### src/ucv_pkg.sv
`timescale 1ns / 1ps
// ----------------------------------------------------------------------------
// ucv_pkg
// Shared types and constants of the URI component validator: grammar
// codes, the item and result records and default sizes.
// ----------------------------------------------------------------------------
package ucv_pkg;

  typedef enum logic [3:0] {
    KIND_SCHEME         = 4'd0,
    KIND_SEGMENT        = 4'd1,
    KIND_SEGMENT_NZ     = 4'd2,
    KIND_SEGMENT_NZ_NC  = 4'd3,
    KIND_PATH_ABEMPTY   = 4'd4,
    KIND_PATH_ABSOLUTE  = 4'd5,
    KIND_PATH_NOSCHEME  = 4'd6,
    KIND_PATH_ROOTLESS  = 4'd7,
    KIND_REG_NAME       = 4'd8,
    KIND_USERINFO       = 4'd9,
    KIND_QUERY          = 4'd10,
    KIND_FRAGMENT       = 4'd11,
    KIND_PORT           = 4'd12,
    KIND_H16            = 4'd13,
    KIND_IPV4           = 4'd14,
    KIND_DEC_OCTET      = 4'd15
  } ucv_kind_e;

  localparam ucv_kind_e KindReset = KIND_SEGMENT;

  localparam int unsigned CountBitsDefault = 16;
  localparam int unsigned CharCountW       = 16;

  typedef struct packed {
    logic       action;
    logic [7:0] char_byte;
  } ucv_item_t;

  typedef struct packed {
    logic                  accepted;
    logic [CharCountW-1:0] char_count;
  } ucv_result_t;

endpackage

### src/ucv_step.sv
`timescale 1ns / 1ps
// ----------------------------------------------------------------------------
// ucv_step
// Per-string scan state and the one-character update: character classes,
// percent triplets, path position, segment length, octet digits and dots.
// ----------------------------------------------------------------------------
module ucv_step #(
  parameter int unsigned COUNT_BITS = ucv_pkg::CountBitsDefault
) (
  input  logic                clk_i,
  input  logic                rst_ni,
  input  ucv_pkg::ucv_kind_e  kind_i,
  input  logic                fire_i,
  input  ucv_pkg::ucv_item_t  item_i,
  output ucv_pkg::ucv_result_t result_o
);

  localparam logic [7:0] ChPercent = 8'h25;
  localparam logic [7:0] ChSlash   = 8'h2F;
  localparam logic [7:0] ChDot     = 8'h2E;
  localparam logic [7:0] ChColon   = 8'h3A;
  localparam logic [7:0] ChAt      = 8'h40;
  localparam logic [7:0] ChQuest   = 8'h3F;
  localparam logic [7:0] ChZero    = 8'h30;
  localparam logic [7:0] ChNine    = 8'h39;
  localparam logic [7:0] ChPlus    = 8'h2B;
  localparam logic [7:0] ChMinus   = 8'h2D;
  localparam logic [7:0] ChTilde   = 8'h7E;
  localparam logic [7:0] ChUnder   = 8'h5F;

  localparam logic [1:0] PctNone = 2'd0;
  localparam logic [1:0] PctOpen = 2'd1;
  localparam logic [1:0] PctHex1 = 2'd2;

  localparam logic [1:0] PhaseStart = 2'd0;
  localparam logic [1:0] PhaseFirst = 2'd1;
  localparam logic [1:0] PhaseRest  = 2'd2;

  localparam logic [COUNT_BITS-1:0] CountMax = '1;
  localparam logic [COUNT_BITS-1:0] H16Max   = COUNT_BITS'(4);
  localparam logic [11:0]           OctetMax = 12'd255;
  localparam logic [1:0]            DotsMax  = 2'd3;
  localparam logic [1:0]            DigsMax  = 2'd3;

  function automatic logic is_alpha(input logic [7:0] c);
    is_alpha = (c >= 8'h41 && c <= 8'h5A) || (c >= 8'h61 && c <= 8'h7A);
  endfunction

  function automatic logic is_digit(input logic [7:0] c);
    is_digit = (c >= ChZero) && (c <= ChNine);
  endfunction

  function automatic logic is_hex(input logic [7:0] c);
    is_hex = is_digit(c) || (c >= 8'h41 && c <= 8'h46) || (c >= 8'h61 && c <= 8'h66);
  endfunction

  function automatic logic is_unres(input logic [7:0] c);
    is_unres = is_alpha(c) || is_digit(c) || c == ChMinus || c == ChDot ||
               c == ChUnder || c == ChTilde;
  endfunction

  function automatic logic is_subdelim(input logic [7:0] c);
    is_subdelim = c == 8'h21 || c == 8'h24 || c == 8'h26 || c == 8'h27 || c == 8'h28 ||
                  c == 8'h29 || c == 8'h2A || c == 8'h2B || c == 8'h2C || c == 8'h3B ||
                  c == 8'h3D;
  endfunction

  logic                  fail_q, fail_d;
  logic [1:0]            pct_q, pct_d;
  logic [COUNT_BITS-1:0] seg_q, seg_d;
  logic [1:0]            phase_q, phase_d;
  logic [1:0]            dots_q, dots_d;
  logic [1:0]            digs_q, digs_d;
  logic [8:0]            oval_q, oval_d;
  logic [COUNT_BITS-1:0] total_q, total_d;

  logic [7:0]  c;
  logic        c_pct, c_slash, c_digit, c_hex;
  logic        cls_unres_sub, cls_nc, cls_pchar, cls_query, cls_user;
  logic        first;
  logic [11:0] oct_next;
  logic        oct_ok;
  logic        ok;
  logic        end_ok;
  logic        nonempty;

  assign c             = item_i.char_byte;
  assign c_pct         = c == ChPercent;
  assign c_slash       = c == ChSlash;
  assign c_digit       = is_digit(c);
  assign c_hex         = is_hex(c);
  assign cls_unres_sub = is_unres(c) || is_subdelim(c);
  assign cls_nc        = cls_unres_sub || c == ChAt;
  assign cls_pchar     = cls_nc || c == ChColon;
  assign cls_query     = cls_pchar || c_slash || c == ChQuest;
  assign cls_user      = cls_unres_sub || c == ChColon;
  assign first         = total_q == '0;
  assign nonempty      = !first;

  // decimal octet digit: value * 10 + digit
  assign oct_next = {oval_q, 3'b000} + {2'b00, oval_q, 1'b0} + {4'd0, c - ChZero};
  assign oct_ok   = c_digit && (digs_q < DigsMax) && !((digs_q != 2'd0) && (oval_q == 9'd0)) &&
                    (oct_next <= OctetMax);

  always_comb begin
    fail_d  = fail_q;
    pct_d   = pct_q;
    seg_d   = seg_q;
    phase_d = phase_q;
    dots_d  = dots_q;
    digs_d  = digs_q;
    oval_d  = oval_q;
    total_d = total_q;
    ok      = 1'b1;
    if (fire_i) begin
      if (item_i.action) begin
        fail_d  = 1'b0;
        pct_d   = PctNone;
        seg_d   = '0;
        phase_d = PhaseStart;
        dots_d  = 2'd0;
        digs_d  = 2'd0;
        oval_d  = 9'd0;
        total_d = '0;
      end else begin
        if (!fail_q) begin
          if (pct_q != PctNone) begin
            if (c_hex) begin
              pct_d = (pct_q == PctOpen) ? PctHex1 : PctNone;
            end else begin
              fail_d = 1'b1;
            end
          end else begin
            case (kind_i)
              ucv_pkg::KIND_SCHEME: begin
                ok = first ? is_alpha(c)
                           : (is_alpha(c) || c_digit || c == ChPlus || c == ChMinus ||
                              c == ChDot);
              end
              ucv_pkg::KIND_SEGMENT, ucv_pkg::KIND_SEGMENT_NZ: begin
                ok = cls_pchar || c_pct;
                if (c_pct) pct_d = PctOpen;
              end
              ucv_pkg::KIND_SEGMENT_NZ_NC: begin
                ok = cls_nc || c_pct;
                if (c_pct) pct_d = PctOpen;
              end
              ucv_pkg::KIND_PATH_ABEMPTY: begin
                if (phase_q == PhaseStart) begin
                  phase_d = PhaseRest;
                  ok      = c_slash;
                end else begin
                  ok = c_slash || cls_pchar || c_pct;
                  if (c_pct) pct_d = PctOpen;
                end
              end
              ucv_pkg::KIND_PATH_ABSOLUTE: begin
                if (phase_q == PhaseStart) begin
                  phase_d = PhaseFirst;
                  seg_d   = '0;
                  ok      = c_slash;
                end else if (phase_q == PhaseFirst) begin
                  if (c_slash) begin
                    phase_d = PhaseRest;
                    ok      = seg_q != '0;
                  end else begin
                    if (seg_q != CountMax) seg_d = seg_q + 1'b1;
                    ok = cls_pchar || c_pct;
                    if (c_pct) pct_d = PctOpen;
                  end
                end else begin
                  ok = c_slash || cls_pchar || c_pct;
                  if (c_pct) pct_d = PctOpen;
                end
              end
              ucv_pkg::KIND_PATH_NOSCHEME, ucv_pkg::KIND_PATH_ROOTLESS: begin
                if (phase_q == PhaseStart || phase_q == PhaseFirst) begin
                  if (c_slash) begin
                    phase_d = (phase_q == PhaseStart) ? PhaseFirst : PhaseRest;
                    ok      = phase_q != PhaseStart;
                  end else begin
                    phase_d = PhaseFirst;
                    ok = ((kind_i == ucv_pkg::KIND_PATH_NOSCHEME) ? cls_nc : cls_pchar) ||
                         c_pct;
                    if (c_pct) pct_d = PctOpen;
                  end
                end else begin
                  ok = c_slash || cls_pchar || c_pct;
                  if (c_pct) pct_d = PctOpen;
                end
              end
              ucv_pkg::KIND_REG_NAME: begin
                ok = cls_unres_sub || c_pct;
                if (c_pct) pct_d = PctOpen;
              end
              ucv_pkg::KIND_USERINFO: begin
                ok = cls_user || c_pct;
                if (c_pct) pct_d = PctOpen;
              end
              ucv_pkg::KIND_QUERY, ucv_pkg::KIND_FRAGMENT: begin
                ok = cls_query || c_pct;
                if (c_pct) pct_d = PctOpen;
              end
              ucv_pkg::KIND_PORT: begin
                ok = c_digit;
              end
              ucv_pkg::KIND_H16: begin
                ok = c_hex && (seg_q < H16Max);
                if (ok) seg_d = seg_q + 1'b1;
              end
              ucv_pkg::KIND_IPV4: begin
                if (c == ChDot) begin
                  ok = (digs_q != 2'd0) && (dots_q < DotsMax);
                  if (ok) begin
                    dots_d = dots_q + 1'b1;
                    digs_d = 2'd0;
                    oval_d = 9'd0;
                  end
                end else begin
                  ok = oct_ok;
                  if (oct_ok) begin
                    oval_d = oct_next[8:0];
                    digs_d = digs_q + 1'b1;
                  end
                end
              end
              default: begin
                ok = oct_ok;
                if (oct_ok) begin
                  oval_d = oct_next[8:0];
                  digs_d = digs_q + 1'b1;
                end
              end
            endcase
            if (!ok) fail_d = 1'b1;
          end
        end
        if (total_q != CountMax) total_d = total_q + 1'b1;
      end
    end
  end

  always_comb begin
    end_ok = 1'b1;
    case (kind_i)
      ucv_pkg::KIND_SCHEME, ucv_pkg::KIND_SEGMENT_NZ, ucv_pkg::KIND_SEGMENT_NZ_NC,
      ucv_pkg::KIND_PATH_ABSOLUTE, ucv_pkg::KIND_PATH_NOSCHEME,
      ucv_pkg::KIND_PATH_ROOTLESS, ucv_pkg::KIND_H16: begin
        end_ok = nonempty;
      end
      ucv_pkg::KIND_IPV4: begin
        end_ok = (dots_q == DotsMax) && (digs_q != 2'd0);
      end
      ucv_pkg::KIND_DEC_OCTET: begin
        end_ok = digs_q != 2'd0;
      end
      default: begin
        end_ok = 1'b1;
      end
    endcase
  end

  assign result_o.accepted = end_ok && !fail_q && (pct_q == PctNone);

  if (COUNT_BITS > ucv_pkg::CharCountW) begin : g_count_sat
    assign result_o.char_count = (|total_q[COUNT_BITS-1:ucv_pkg::CharCountW]) ? '1
                               : total_q[ucv_pkg::CharCountW-1:0];
  end else begin : g_count_ext
    assign result_o.char_count = ucv_pkg::CharCountW'(total_q);
  end

  always_ff @(posedge clk_i or negedge rst_ni) begin
    if (!rst_ni) begin
      fail_q  <= 1'b0;
      pct_q   <= PctNone;
      seg_q   <= '0;
      phase_q <= PhaseStart;
      dots_q  <= 2'd0;
      digs_q  <= 2'd0;
      oval_q  <= 9'd0;
      total_q <= '0;
    end else begin
      fail_q  <= fail_d;
      pct_q   <= pct_d;
      seg_q   <= seg_d;
      phase_q <= phase_d;
      dots_q  <= dots_d;
      digs_q  <= digs_d;
      oval_q  <= oval_d;
      total_q <= total_d;
    end
  end

endmodule

### src/uri_component_validator.sv
`timescale 1ns / 1ps
// ----------------------------------------------------------------------------
// uri_component_validator
// Checks a byte string, one character per transfer, against the URI
// component grammar selected by the configuration register.
// ----------------------------------------------------------------------------
//  channel | direction | handshake           | payload
//  --------+-----------+---------------------+-------------------------------
//  cfg     | in        | cfg_valid/cfg_ready | cfg_component_kind_i
//  in      | in        | in_valid/in_stall   | in_action_i, in_char_byte_i
//  out     | out       | out_valid/out_stall | out_accepted_o, out_char_count_o
//
//  one item per cycle sustained unless an end item waits on a pending result;
//  an end item's result goes through the input register and the result register
//  a pending result holds an end item in the input register, which stalls
//  the input until the result is taken; character items never wait on it
//  reset clears the scan state, both registers' valid flags and selects
//  the segment grammar
// ----------------------------------------------------------------------------
module uri_component_validator #(
  parameter int unsigned COUNT_BITS = ucv_pkg::CountBitsDefault
) (
  input  logic        clk_i,
  input  logic        rst_ni,
  input  logic        cfg_valid_i,
  output logic        cfg_ready_o,
  input  logic [3:0]  cfg_component_kind_i,
  input  logic        in_valid_i,
  output logic        in_stall_o,
  input  logic        in_action_i,
  input  logic [7:0]  in_char_byte_i,
  output logic        out_valid_o,
  input  logic        out_stall_i,
  output logic        out_accepted_o,
  output logic [15:0] out_char_count_o
);

  ucv_pkg::ucv_kind_e   kind_q, kind_d;
  logic                 s1_valid_q, s1_valid_d;
  ucv_pkg::ucv_item_t   s1_item_q, s1_item_d;
  logic                 out_valid_q, out_valid_d;
  ucv_pkg::ucv_result_t out_q, out_d;
  ucv_pkg::ucv_result_t step_result;

  logic in_xfer;
  logic out_free;
  logic s1_fire;

  assign cfg_ready_o = 1'b1;

  assign out_free   = !out_valid_q || !out_stall_i;
  assign s1_fire    = s1_valid_q && (!s1_item_q.action || out_free);
  assign in_stall_o = s1_valid_q && !s1_fire;
  assign in_xfer    = in_valid_i && !in_stall_o;

  always_comb begin
    kind_d = kind_q;
    if (cfg_valid_i) kind_d = ucv_pkg::ucv_kind_e'(cfg_component_kind_i);
  end

  always_comb begin
    s1_valid_d = s1_valid_q;
    s1_item_d  = s1_item_q;
    if (in_xfer) begin
      s1_valid_d          = 1'b1;
      s1_item_d.action    = in_action_i;
      s1_item_d.char_byte = in_char_byte_i;
    end else if (s1_fire) begin
      s1_valid_d = 1'b0;
    end
  end

  always_comb begin
    out_valid_d = out_valid_q;
    out_d       = out_q;
    if (s1_fire && s1_item_q.action) begin
      out_valid_d = 1'b1;
      out_d       = step_result;
    end else if (!out_stall_i) begin
      out_valid_d = 1'b0;
    end
  end

  ucv_step #(
    .COUNT_BITS (COUNT_BITS)
  ) u_step (
    .clk_i    (clk_i),
    .rst_ni   (rst_ni),
    .kind_i   (kind_q),
    .fire_i   (s1_fire),
    .item_i   (s1_item_q),
    .result_o (step_result)
  );

  always_ff @(posedge clk_i or negedge rst_ni) begin
    if (!rst_ni) begin
      kind_q      <= ucv_pkg::KindReset;
      s1_valid_q  <= 1'b0;
      out_valid_q <= 1'b0;
    end else begin
      kind_q      <= kind_d;
      s1_valid_q  <= s1_valid_d;
      out_valid_q <= out_valid_d;
    end
  end

  always_ff @(posedge clk_i) begin
    s1_item_q <= s1_item_d;
    out_q     <= out_d;
  end

  assign out_valid_o      = out_valid_q;
  assign out_accepted_o   = out_q.accepted;
  assign out_char_count_o = out_q.char_count;

endmodule
### config.mk
export PLATFORM = sky130hd
export DESIGN_NAME = uri_component_validator
export DESIGN_NICKNAME = d
export VERILOG_FILES = /design/src/ucv_pkg.sv /design/src/ucv_step.sv /design/src/uri_component_validator.sv
export SDC_FILE = /design/constraint.sdc
export NUM_CORES = 1
export LEC_CHECK = 0
export ABC_AREA = 1
export BUFFER_PORTS_ARGS = -buffer_cell sky130_fd_sc_hd__buf_4
export CAP_MARGIN = 30
export CORE_MARGIN = 3
export CORE_UTILIZATION = 61
export DETAILED_ROUTE_END_ITERATION = 10
export PLACE_DENSITY = 0.81
export RECOVER_POWER = 100
export SLEW_MARGIN = 0
export SYNTH_ARGS = -nofsm -noshare
export SYNTH_HDL_FRONTEND = slang
export SYNTH_SLANG_ARGS = --single-unit
### constraint.sdc
create_clock -name clk_i -period 4 [get_ports clk_i]
set_input_delay 0.6 -clock clk_i [delete_from_list [all_inputs] [get_ports clk_i]]
set_output_delay 0.6 -clock clk_i [all_outputs]
set_load 0.02 [all_outputs]
Yosys cells after proc, flatten, opt, wreduce, memory -nomap -nowiden
Cells that the tools add are included.
{"block": "word_totals", "register_bits": 82}
{"block": "classes", "magnitude_cmp": 12, "eq_ne": 55, "n_reduce_logical": 92, "addsub": 7, "mux": 78}
{"operator": "two-way mux 16 bit", "count": 10}
{"operator": "== test 8 x 6 -> 1 bit, second input constant", "count": 17}
{"operator": "two-way mux 2 bit", "count": 33}
{"operator": "two-way mux 9 bit", "count": 6}
{"operator": "logical OR 1 bit", "count": 37}
{"operator": "adder 16 x 1 -> 16 bit, second input constant", "count": 2}
{"operator": "== test 4 bit, second input constant", "count": 8}
{"operator": "less-or-equal comparator 8 x 7 -> 1 bit, second input constant", "count": 4}
{"operator": "!= test 16 bit, second input constant", "count": 2}
{"operator": "case mux 16 bit (2 select lines)", "count": 1}
{"operator": "== test 8 x 7 -> 1 bit, second input constant", "count": 3}
{"operator": "two-way mux 1 bit", "count": 22}
{"operator": "logical AND 1 bit", "count": 18}
{"operator": "case mux 9 bit (2 select lines)", "count": 1}
{"operator": "== test 4 x 3 -> 1 bit, second input constant", "count": 4}
{"operator": ">= comparator 8 x 7 -> 1 bit, second input constant", "count": 2}
{"operator": "zero test 16 bit", "count": 1}
{"operator": "< comparator 16 x 3 -> 1 bit, second input constant", "count": 1}
{"operator": "AND reduction 8 bit", "count": 2}
{"operator": "nonzero test 16 bit", "count": 1}
{"operator": "nonzero test 2 bit", "count": 8}
{"operator": "OR reduction 14 bit", "count": 1}
{"operator": "OR reduction 7 bit", "count": 2}
{"operator": "adder 12 x 10 -> 12 bit", "count": 1}
{"operator": "other kinds (33)", "count": 57}

Longest topological paths before layout
Gate-level depths: netlist of run 1.
{"block": "logic_depth", "depth_word": 27, "depth_mapped": 21}

Modules after synthesis
From an unflattened synthesis of run 1, not the netlist that was laid out.
{"block": "hier_totals", "hier_cells": 698, "area_unflattened_um2": 5432.7}
{"module": "ucv_step", "n_inst": 1, "cells_each": 640, "seq_area_each_um2": 1251.2, "area_each_um2": 4375.4}
{"module": "uri_component_validator", "n_inst": 1, "cells_each": 58, "seq_area_each_um2": 932.1, "area_each_um2": 1057.3}

Worst setup path before layout of run 1
Ideal clock, no wire load.
{"block": "synth_path", "kind": "register to register", "startpoint": "register s1_item_q[4] (netlist bit)", "endpoint": "register u_step.oval_q[4]", "n_path_buf": 1, "t_required_ns": 3.869, "stages_incl_launch_ff": 19, "setup_time_ns": 0.131, "setup_slack_ns": 1.012, "arrival_ns": 2.857, "path_cell_list": "edfxtp_1 inv_1 ha_1 inv_1 fa_1 inv_1 ha_1 nand2_1 o21ai_0 nand2_1 nand2_1 a21oi_1 nor2_1 o21ai_0 nand2_1 nand3_1 a21oi_1 buf_4 o22ai_1"}
{"block": "synth_between", "elab_chain_len": 11, "word_cells_on_any_way": 18, "cone_classes": "2 x add/sub; 3 x order compare; 2 x eq/ne; 6 x mux; 5 x reduce/logical"}
{"element": "start, declared", "line_no": "uri_component_validator.sv:40", "source": "ucv_pkg::ucv_item_t s1_item_q, s1_item_d;"}
{"element": "start signal, assigned", "line_no": "uri_component_validator.sv:108", "source": "s1_item_q <= s1_item_d;"}
{"element": "branches (longest 11 deep; another with adder 12 x 8 -> 12 bit)"}
{"element": "end signal, assigned", "line_no": "ucv_step.sv:289", "source": "oval_q <= oval_d;"}
{"element": "end, declared", "line_no": "ucv_step.sv:74", "source": "logic [8:0] oval_q, oval_d;"}
Several ways; the timed one is not identified. The select of a mux whose other input is x is not followed.
A chain may end at the register's enable or synchronous reset.

Worst setup path after layout of run 1
{"block": "layout_path", "startpoint": "register s1_item_q[4] (netlist bit)", "endpoint": "register u_step.oval_q[6]"}
Same word-level chain as after synthesis.

==> results of run 1 <==
report_power, final:
part / switching (uW) / internal (uW) / total, uW
registers: 51.6 / 924 / 976
logic: 266 / 121 / 387
clock network: 337 / 363 / 700
cell usage after synthesis, drive strengths merged:
cell type / n / area share
inv: 117 / 0.083
nand3b: 2 / 0.0028
a221oi: 1 / 0.0016
or2: 2 / 0.0024
a21oi: 32 / 0.031
nor4: 9 / 0.011
o21ai: 50 / 0.048
nor3: 17 / 0.019
a32oi: 1 / 0.0016
o22ai: 7 / 0.0082
a31oi: 3 / 0.0035
nand3: 43 / 0.047
dfrtp: 55 / 0.26
xnor2: 4 / 0.0066
xor2: 3 / 0.0049
buf: 7 / 0.0080
clkbuf: 1 / 0.00071
conb: 1 / 0.00071
o31ai: 2 / 0.0028
nor3b: 7 / 0.012
nor2: 83 / 0.064
a211oi: 3 / 0.0042
o221a: 1 / 0.0021
o211ai: 2 / 0.0028
nand2: 136 / 0.099
fa: 6 / 0.023
o21a: 3 / 0.0042
o221ai: 1 / 0.0016
dfstp: 1 / 0.0049
edfxtp: 26 / 0.15
nand4: 18 / 0.021
and3: 1 / 0.0012
a2111o: 1 / 0.0021
o2111ai: 3 / 0.0049
a21o: 2 / 0.0028
ha: 25 / 0.059
o41ai: 2 / 0.0033
how the worst max path moves through the flow:
| stage | from | endpoint | slack (ps) | depth (start not counted) |
|---|---|---|---|---|
| 2_1_floorplan | s1_item_q[4] | u_step.oval_q[4] | 1010 | 18 |
| 3_3_place_gp | s1_item_q[4] | u_step.oval_q[6] | 810 | 18 |
| 3_5_place_dp | s1_item_q[4] | u_step.oval_q[0] | 630 | 18 |
| 4_1_cts | s1_item_q[4] | u_step.oval_q[6] | 610 | 18 |
| 5_1_grt | s1_item_q[4] | u_step.oval_q[1] | 210 | 13 |
| 6_report | s1_item_q[4] | u_step.oval_q[6] | 590 | 18 |
final cells by class:
class,instances,area share
well taps,105,0.0226
multi-input cells,471,0.451
clock inverters,7,0.0181
repair buffers,38,0.0355
inverters,117,0.0756
flip-flops and latches,82,0.376
clock buffers,9,0.0213
cell families (layout without fill, tap and decap cells):
kind of cell,count (synthesis),in the layout,synth area share
flops,82,82,0.411
buf+inv,125,171,0.0914
compound gates,114,114,0.125
xor+xnor,7,7,0.0115
fa+ha+maj,31,31,0.0815
other cells,1,1,0.000706
simple gates,318,318,0.279
state kept, by name, summed over array words and instances, names as in the netlist:
| name | count |
|---|---|
| kind_q | 4 |
| out_accepted_o | 1 |
| out_char_count_o | 16 |
| out_valid_o | 1 |
| s1_item_q | 9 |
| s1_valid_q | 1 |
| u_step.digs_q | 2 |
| u_step.dots_q | 2 |
| u_step.fail_q | 1 |
| u_step.oval_q | 9 |
| u_step.pct_q | 2 |
| u_step.phase_q | 2 |
| u_step.seg_q | 16 |
| u_step.total_q | 16 |
cells in the final DEF (no fill, tap or decap), drive strengths merged, types with 4 or more instances in the layout:
master,instances
edfxtp,26
o21ai,50
nor2,83
dfrtp,55
nor4,9
xnor2,4
nand4,18
nor3,17
a21oi,32
inv,121
nand2,136
ha,25
fa,6
nor3b,7
nand3,43
buf,8
o22ai,7
clkbuf,39
critical path, cell delays in order (launching register included):
cell and delay [ps]:
edfxtp_1 470, inv_1 140, ha_1 300, inv_1 50, fa_1 470, inv_1 40
ha_1 340, nand2_1 60, o21ai_0 270, nand2_1 100, nand2_1 70, a21oi_1 70
nor2_1 80, o21ai_0 80, nand2_1 60, nand3_1 160, inv_1 180, nand2_1 160
o22ai_1 230
stage by stage:
step | setup slack (ps) | instances | area, sq um | hold slack, ps
2_1_floorplan | 1010 | 678 | 5310 | 304
3_3_place_gp | 807 | 813 | 5680 | 467
3_5_place_dp | 635 | 813 | 5680 | 472
4_1_cts | 612 | 829 | 5910 | 302
5_1_grt | 210 | 829 | 5810 | 409
6_report | 590 | 829 | 5810 | 434
routing by layer:
layer,global-route usage,wire (um),up-vias
met1,0.366,5690,2294
li1,-,-,2340
met5,0,0,-
met4,0.0630,127,0
met3,0.0365,708,16
met2,0.419,5850,151
==> impl_metrics.toml, run 1 <==
[grt]
antenna_found_initial = 0
overflow = 0
grt_pass1_vias = 4411
track_usage = 0.257
grt_pass1_wl_um = 20600
grt_max_degree = 57

[sta]
timing.final.crit_share = 0.853
finalHoldViolations = 0
slew_headroom = -0.955
rsz0062_at_grt = "no"
min_period_ps = 3410
slew_viol_final = 57
max_freq_mhz = 293
worst_pin_slew_ps = 2930
skew_ps = 13.8
setup_viol = 0
setup_tns_ps = 0

[cts]
root_buffer = "clkbuf_8"
clkLatencyLatePin_ps = 360
clkTransAtPathRegs_ps = 90
cts_sinks = 82
cts_resized = 0
cts_tree = "yes"
clock_path_buffers = 2
cts_setup_buffers = 0
hold_buffers = 0
cts_htree_levels = 3
cts_buffers = 9

[floorplan]
dieHeight_um = 99.3
core-area_sq_um = 8340
start_util = 0.637
rows = 33
ios = 38
die_area_sq_um = 9870
die_x_um = 99.3

[placed_design]
dp_hpwl_um = 9390
port_buffers = 36
gp_congestion = 0.960

[min_path]
hold_start = "in_char_byte_i[3]"
min_delay_path_depth = 1
whs_endpoint = "s1_item_q[3]"
min_path_type = "in2reg"

[final_layout]
drive_gt1_frac = 0.0939
post-route-util = 0.697
regArea_sq_um = 2180
syn_to_final_growth_pct = 9.32
multi_input_area_sq_um = 2620
nNetsFinal = 768
n_antenna_cell = 0
fill_cells = 694

[detailed_routing]
vias_per_cell = 5.79
drt_wl_total_um = 12400
drc = 0
drtPass1Iterations = 5
via_count = 4801
first_iter_violations = 343
wl_per_cell_um = 14.9
postRouteAntennaNets = 0

[logic_synthesis]
syn_inst = 678
yosys_warnings = 0
netlist_area_sq_um = 5310
ys_ff_latch = 82
yosysSeqAreaShare = 0.411
synth.distinct_cells = 48
synth_fp_nets = 727
avgSynthCellArea_sq_um = 7.84

[critical_path]
rr_worst_depth = 18
worstPathRequired_ps = 4270
path_max_fanout = 6
r2r_setup_slack_ps = 590
worstSetupPathType = "reg2reg"
critical_path_arrival_ps = 3680
reg2reg_to = "u_step.oval_q[6]"
cp-start-kind = "flip-flop"
timing.rr.start = "s1_item_q[4]"
cp-end-kind = "flip-flop"

[status]
violations = "capacitance limit, slew limit"
status = "complete, but fails checks"

[power]
power_leakage_uw = 0.00270
peakVddDrop_mv = 0.233
pwr_density_cell_nw_per_um2 = 355
total_power_uw = 2060

[run]
cap_violations = 1
No activity file was read; power rests on OpenSTA's default activity.
==> run 2: changes to the inputs <==
--- a/config.mk
+++ b/config.mk
@@ -9,9 +9,10 @@
 export BUFFER_PORTS_ARGS = -buffer_cell sky130_fd_sc_hd__buf_4
 export CAP_MARGIN = 30
 export CORE_MARGIN = 3
-export CORE_UTILIZATION = 61
+export CORE_UTILIZATION = 57
+export CTS_BUF_LIST = sky130_fd_sc_hd__clkbuf_2
 export DETAILED_ROUTE_END_ITERATION = 10
-export PLACE_DENSITY = 0.81
+export PLACE_DENSITY = 0.79
 export RECOVER_POWER = 100
 export SLEW_MARGIN = 0
 export SYNTH_ARGS = -nofsm -noshare
==> constraint.sdc (replaced) <==
create_clock -name clk_i -period 2.9 [get_ports clk_i]
set_input_delay 0.435 -clock clk_i [delete_from_list [all_inputs] [get_ports clk_i]]
set_output_delay 0.435 -clock clk_i [all_outputs]
set_load 0.02 [all_outputs]
==> run 2 against run 1 <==
Effect of this change: the flow finishes with violations (setup timing); hold slack got worse by 410 ps; via count up 3.8%; setup slack worse by 700 ps; sequential power up 37%; sequential share of layout area fell by 1.9 points; fmax increased by 13%; register-to-register slack lost 700 ps; first-iteration DRC count rose by 7.0%; wire length grew 5.3%; global-route usage fell by 0.18 points; clock skew rose by 15 ps; critical endpoint is now u_step.oval_q[4].
==> impl_metrics.toml, run 2 (synthesis gave the netlist of run 1 again) <==
[power]
p_int_uw = 1690
clkPwrFrac = 0.250
power_frac_comb = 0.234
switchingPower_uw = 905
pwr_density_cell_nw_per_um2 = 423
switching_share = 0.349
power_leakage_uw = 0.00282
peakVddDrop_mv = 0.301
p_seq_frac = 0.515

[floorplan]
core-area_sq_um = 8890
ios = 38
rows = 34
die_x_um = 103
start_util = 0.598
dieHeight_um = 103
die_area_sq_um = 10500

[final_layout]
n_antenna_cell = 0
post-route-util = 0.689
nNetsFinal = 799
syn_to_final_growth_pct = 15.3
fill_cells = 721
layout_common_cells = "nand2_1 (124), inv_1 (104), nor2_1 (74)"
drive_gt1_frac = 0.175
final_common_cell = "nand2_1"

[detailed_routing]
drtPass1Iterations = 5
drc = 0
postRouteAntennaNets = 0
wl_per_cell_um = 15.1
vias_per_cell = 5.78
drt_wl_total_um = 13000
via_count = 4985
first_iter_violations = 367

[critical_path]
cp-end-kind = "flip-flop"
worstPathRequired_ps = 3370
critical-path-max-stage-delay_ps = 510
crit_family = "adder cells"
path_max_fanout = 6
worstSetupPathType = "reg2reg"
critPathSlowestCell = "fa_1"
worstPathCellList = "inv_2 > ha_4 > inv_2 > fa_1 > inv_2 > ha_4 > nand2_2 > o21ai_2 > nand2_1 > nand2_1 > a21oi_2 > nor2_1 > o21ai_1 > nand2_1 > nand3_4 > a21oi_4 > buf_6 > o22ai_1"
cp-start-kind = "flip-flop"
cp_num_buf_inv = 4
critical_path_arrival_ps = 3480

[grt]
overflow = 0
grt_pass1_wl_um = 21400
grt_max_degree = 57
antenna_found_initial = 0
track_usage = 0.255
grt_pass1_vias = 4749

[sta]
slew_viol_final = 0
timing.final.crit_share = 1.04
skew_ps = 28.6
setup_tns_ps = -994
worst_pin_slew_ps = 1390
setup_slack_ps = -109
min_period_ps = 3010
rsz0062_at_grt = "yes"
slew_headroom = 0.0741
setup_viol = 12
max_freq_mhz = 332
finalHoldViolations = 0

[cts]
cts_sinks = 82
clkLatencyLatePin_ps = 570
cts_tree = "yes"
clkTransAtPathRegs_ps = 260
clock_path_buffers = 2
root_buffer = "clkbuf_2"
cts_buffers = 9
cts_htree_levels = 3

[run]
cap_violations = 0

[status]
status = "complete, but fails checks"
violations = "setup timing"

[min_path]
min_path_type = "in2reg"

[placed_design]
dp_hpwl_um = 9490
gp_congestion = 0.995
port_buffers = 36
pre_cts_ws_ps = -126
-- run 2: cell types whose count changed in the layout (fill, tap and decap cells not counted), moves of 6 or more --
cell and change:
clkbuf_8 -9, o21ai_0 -7, o21ai_2 +6, clkbuf_2 +10, buf_4 +25
-- run 2: routing by layer --
layer,global-route usage,vias up,part of all wire
met1,0.348,2361,0.43
met4,0.0777,0,0.017
met2,0.424,203,0.49
met5,0,-,0
met3,0.0386,28,0.071
li1,-,2393,-
-- run 2: path summary, 6_finish.rpt --
path | depth (start not counted) | to | start | slack (ps)
worst max-delay path | 18 | u_step.oval_q[4] | s1_item_q[4] | -110
worst min-delay path | 2 | kind_q[0] | cfg_valid_i | 20
worst max register to register | 18 | u_step.oval_q[4] | s1_item_q[4] | -110
worst min register to register | 0 | out_char_count_o[6] | u_step.total_q[6] | 540
max in group asynchronous | 2 | u_step.seg_q[4] | rst_ni | 1370
min in group asynchronous | 2 | u_step.total_q[9] | rst_ni | 680
-- run 2: worst reg2reg max path, cell delays in order, from the launching register on --
cell and delay [ps]:
edfxtp_1 500, inv_2 80, ha_4 270, inv_2 30
fa_1 510, inv_2 60, ha_4 280, nand2_2 50
o21ai_2 140, nand2_1 70, nand2_1 70, a21oi_2 60
nor2_1 90, o21ai_1 80, nand2_1 120, nand3_4 120
a21oi_4 180, buf_6 160, o22ai_1 70
-- run 2: power by group through the flow --
| stage | combinational [uW] | clock (uW) | sequential [uW] |
|---|---|---|---|
| after detailed placement | 577 | 0 | 1360 |
| after global routing | 685 | 698 | 1350 |
| final | 607 | 650 | 1340 |
| after floorplan | 374 | 0 | 1360 |
| after CTS | 599 | 659 | 1340 |
| after global placement | 561 | 0 | 1350 |
-- run 2: stage by stage --
step / hold WS [ps] / total power (uW) / cell area [sq um] / instances
floorplan: 139 / 1740 / 5320 / 678
global placement: 467 / 1910 / 5860 / 839
detailed placement: 481 / 1930 / 5860 / 839
CTS: 13.8 / 2590 / 6110 / 860
global route: 23.0 / 2730 / 6130 / 863
finish: 18.7 / 2590 / 6130 / 863
-- run 2: final cells by class --
type	instances	area (sq um)	area share
clock buffer	9	45.0	0.00735
clock inverter	7	77.6	0.0127
inverter	117	439	0.0717
multi-input combinational	471	2800	0.456
sequential	82	2180	0.356
tap	108	135	0.0221
timing repair buffer	69	452	0.0737
-- run 2: what timing repair did --
action	4_1_cts	5_1_grt
pin swaps	2	0
cloned	1	0
endpoints found under the setup margin	12	21
endpoints found under the hold margin	55	2
resized for setup	20	21
hold buffers	1	2
setup buffers	3	1
==> run 3: changes to the inputs <==
--- a/config.mk
+++ b/config.mk
@@ -5,9 +5,8 @@
 export SDC_FILE = /design/constraint.sdc
 export NUM_CORES = 1
 export LEC_CHECK = 0
-export ABC_AREA = 1
 export BUFFER_PORTS_ARGS = -buffer_cell sky130_fd_sc_hd__buf_4
-export CAP_MARGIN = 30
+export CAP_MARGIN = 25
 export CORE_MARGIN = 3
 export CORE_UTILIZATION = 57
 export CTS_BUF_LIST = sky130_fd_sc_hd__clkbuf_2
==> run 3 against run 2 <==
Effect of this change: the run still ends with setup timing left; utilization increased by 4.0 points; non-clock buffer count increased by 27; synthesized area decreased by 0.47%; sequential power about the same; via count decreased by 2.8%; final cell count decreased by 11%; critical path depth decreased by 4; critical path type unchanged; critical endpoint is now u_step.digs_q[0]; largest cell class unchanged.
==> impl_metrics.toml, run 3 <==
[logic_synthesis]
synthMostInstantiatedCell = "nor2_1"
synth-xor-area-share = 0.0331
synth_top_family_by_area = "simple AND/OR/NAND/NOR gates"
yosysSeqAreaShare = 0.413
syn_inst = 568
synth_area_leaders = "dfrtp_1 (26%), edfxtp_1 (15%), ha_1 (5.9%), nor2_1 (4.1%), nand2_1 (3.3%)"
yosys_warnings = 0
synth_compound_area_frac = 0.177
netlist_area_sq_um = 5290
async_flop_share = 0.683
synth.distinct_cells = 73
yosys-top-cells-count = "nor2_1 (58), dfrtp_1 (55), nand2_1 (47)"
synth_top_area_cell = "dfrtp_1"
synth_adder_area_share = 0.0819
synth-edff-count = 26
synthSimpleGateAreaFrac = 0.225
synthFlopType = "dfrtp_1"
ys_ff_latch = 82
synth_top_area_share = 0.260
avgSynthCellArea_sq_um = 9.31
synth_fp_nets = 617
synth.mux.area_fraction = 0.0144

[min_path]
min_path_type = "in2reg"
hold_start = "cfg_component_kind_i[2]"
whs_endpoint = "kind_q[2]"
min_delay_path_depth = 3

[cts]
clock_path_buffers = 2
cts_sinks = 82
clkLatencyLatePin_ps = 570
cts_tree = "yes"
cts_buffers = 9
clkTransAtPathRegs_ps = 240
cts_htree_levels = 3
root_buffer = "clkbuf_2"

[final_layout]
syn_to_final_growth_pct = 22.0
drive_gt1_frac = 0.251
n_antenna_cell = 0
layout_common_cells = "buf_4 (73), dfrtp_1 (55), nor2_1 (54)"
post-route-util = 0.729
fin_cells = 765
fill_cells = 655
nNetsFinal = 701
final_common_cell = "buf_4"

[sta]
skew_ps = 23.5
slew_headroom = 0.0932
max_freq_mhz = 313
setup_slack_ps = -291
timing.final.crit_share = 1.10
worst_pin_slew_ps = 1360
rsz0062_at_grt = "yes"
hold_slack_ps = 56.8
setup_tns_ps = -2880
min_period_ps = 3190
slew_viol_final = 0
finalHoldViolations = 0
setup_viol = 13

[critical_path]
path_max_fanout = 10
rr_worst_depth = 14
reg2reg_to = "u_step.digs_q[0]"
r2r_setup_slack_ps = -290
critPathSlowestCell = "fa_1"
worstPathRequired_ps = 3380
critical-path-max-stage-delay_ps = 540
worstSetupPathType = "reg2reg"
critical_path_arrival_ps = 3670
crit_family = "adder cells"
timing.rr.start = "s1_item_q[4]"
crit_top_cell = "inv_2"
cp-start-kind = "flip-flop"
worstPathCellList = "inv_2 > ha_4 > inv_2 > fa_1 > inv_2 > ha_4 > o21ai_1 > a21oi_2 > or3_4 > a31oi_4 > buf_4 > nor4_4 > buf_6 > mux2_4"
cp-end-kind = "flip-flop"
cp_num_buf_inv = 5

[floorplan]
die_x_um = 102
start_util = 0.598
die_area_sq_um = 10500
core-area_sq_um = 8850
ios = 38
dieHeight_um = 102
rows = 34

[detailed_routing]
wl_per_cell_um = 17.5
first_iter_violations = 347
drt_wl_total_um = 13400
drc = 0
drtPass1Iterations = 6
postRouteAntennaNets = 0
vias_per_cell = 6.34
via_count = 4847

[placed_design]
dp_hpwl_um = 9110
pre_cts_ws_ps = -371
gp_congestion = 0.933
placed_cells = 724
port_buffers = 36

[power]
pwr_density_cell_nw_per_um2 = 397
power_frac_comb = 0.223
p_seq_frac = 0.517
peakVddDrop_mv = 0.254
p_int_uw = 1710
power_leakage_uw = 0.00267
clkPwrFrac = 0.260
switching_share = 0.334
switchingPower_uw = 857

[status]
violations = "setup timing"
status = "complete, but fails checks"

[run]
cap_violations = 0

[grt]
antenna_found_initial = 0
grt_pass1_wl_um = 21500
grt_pass1_vias = 4537
track_usage = 0.257
overflow = 0
grt_max_degree = 57
run 3: tightest hold or removal path: stages:
cell and delay, ps:
buf_4 80, nand2_1 30, o21ai_0 50
run 3: how the worst max path moves through the flow:
stage            startpoint               end  cells past startpoint
2_1_floorplan  s1_item_q[4]  u_step.oval_q[0]                     14
5_1_grt        s1_item_q[5]  u_step.digs_q[0]                     14
3_3_place_gp   s1_item_q[4]  u_step.oval_q[7]                     12
4_1_cts        s1_item_q[4]  u_step.digs_q[0]                     13
6_report       s1_item_q[4]  u_step.digs_q[0]                     14
3_5_place_dp   s1_item_q[4]  u_step.oval_q[5]                     12
run 3: per-stage QoR:
stage                     cell area [sq um]  total power, uW
after floorplan                        5360             1660
after global placement                 5890             1820
after detailed placement               5890             1840
after CTS                              6170             2510
after global routing                   6450             2680
final                                  6450             2560
run 3: routing by layer:
metal	vias to the layer above	share of wire	global-route usage	wire, um
met4	0	0.022	0.0676	299
met3	34	0.063	0.0573	842
met1	2360	0.42	0.354	5670
met5	-	0	0	0
met2	192	0.49	0.414	6580
li1	2261	-	-	-
run 3: cells by family (layout without fill, tap and decap cells):
logic type                 Yosys count  after routing
other                                1              1
buffers and inverters               63            151
xor gates and xnor gates            20             20
DFF                                 82             82
AOI/OAI and AO/OA                  140            140
adders and majority gates           31             31
and+or+nand+nor                    224            225
muxes                                7              7
run 3: what timing repair did:
item                                    in CTS  in global routing
hold endpoints to repair                    55                  6
endpoints found under the setup margin      12                 25
pin swaps                                   11                 12
gates resized for setup                     14                 40
setup buffers                                9                 12
hold buffers                                 1                  6
cloned                                       1                  0
run 3: cell type report:
cell class / instances / area (sq um) / share of cell area
multi-input combinational: 424 / 3110 / 0.481
sequential: 82 / 2180 / 0.339
timing repair buffer: 96 / 751 / 0.116
inverter: 39 / 146 / 0.0227
tap: 108 / 135 / 0.0210
clock inverter: 7 / 83.8 / 0.0130
clock buffer: 9 / 45.0 / 0.00698
run 3: power groups by stage:
stage,clock [uW],combinational [uW],sequential (uW)
2_1_floorplan,0,326,1330
3_3_place_gp,0,481,1340
3_5_place_dp,0,493,1340
4_1_cts,679,514,1320
5_1_grt,721,625,1330
6_report,668,571,1320
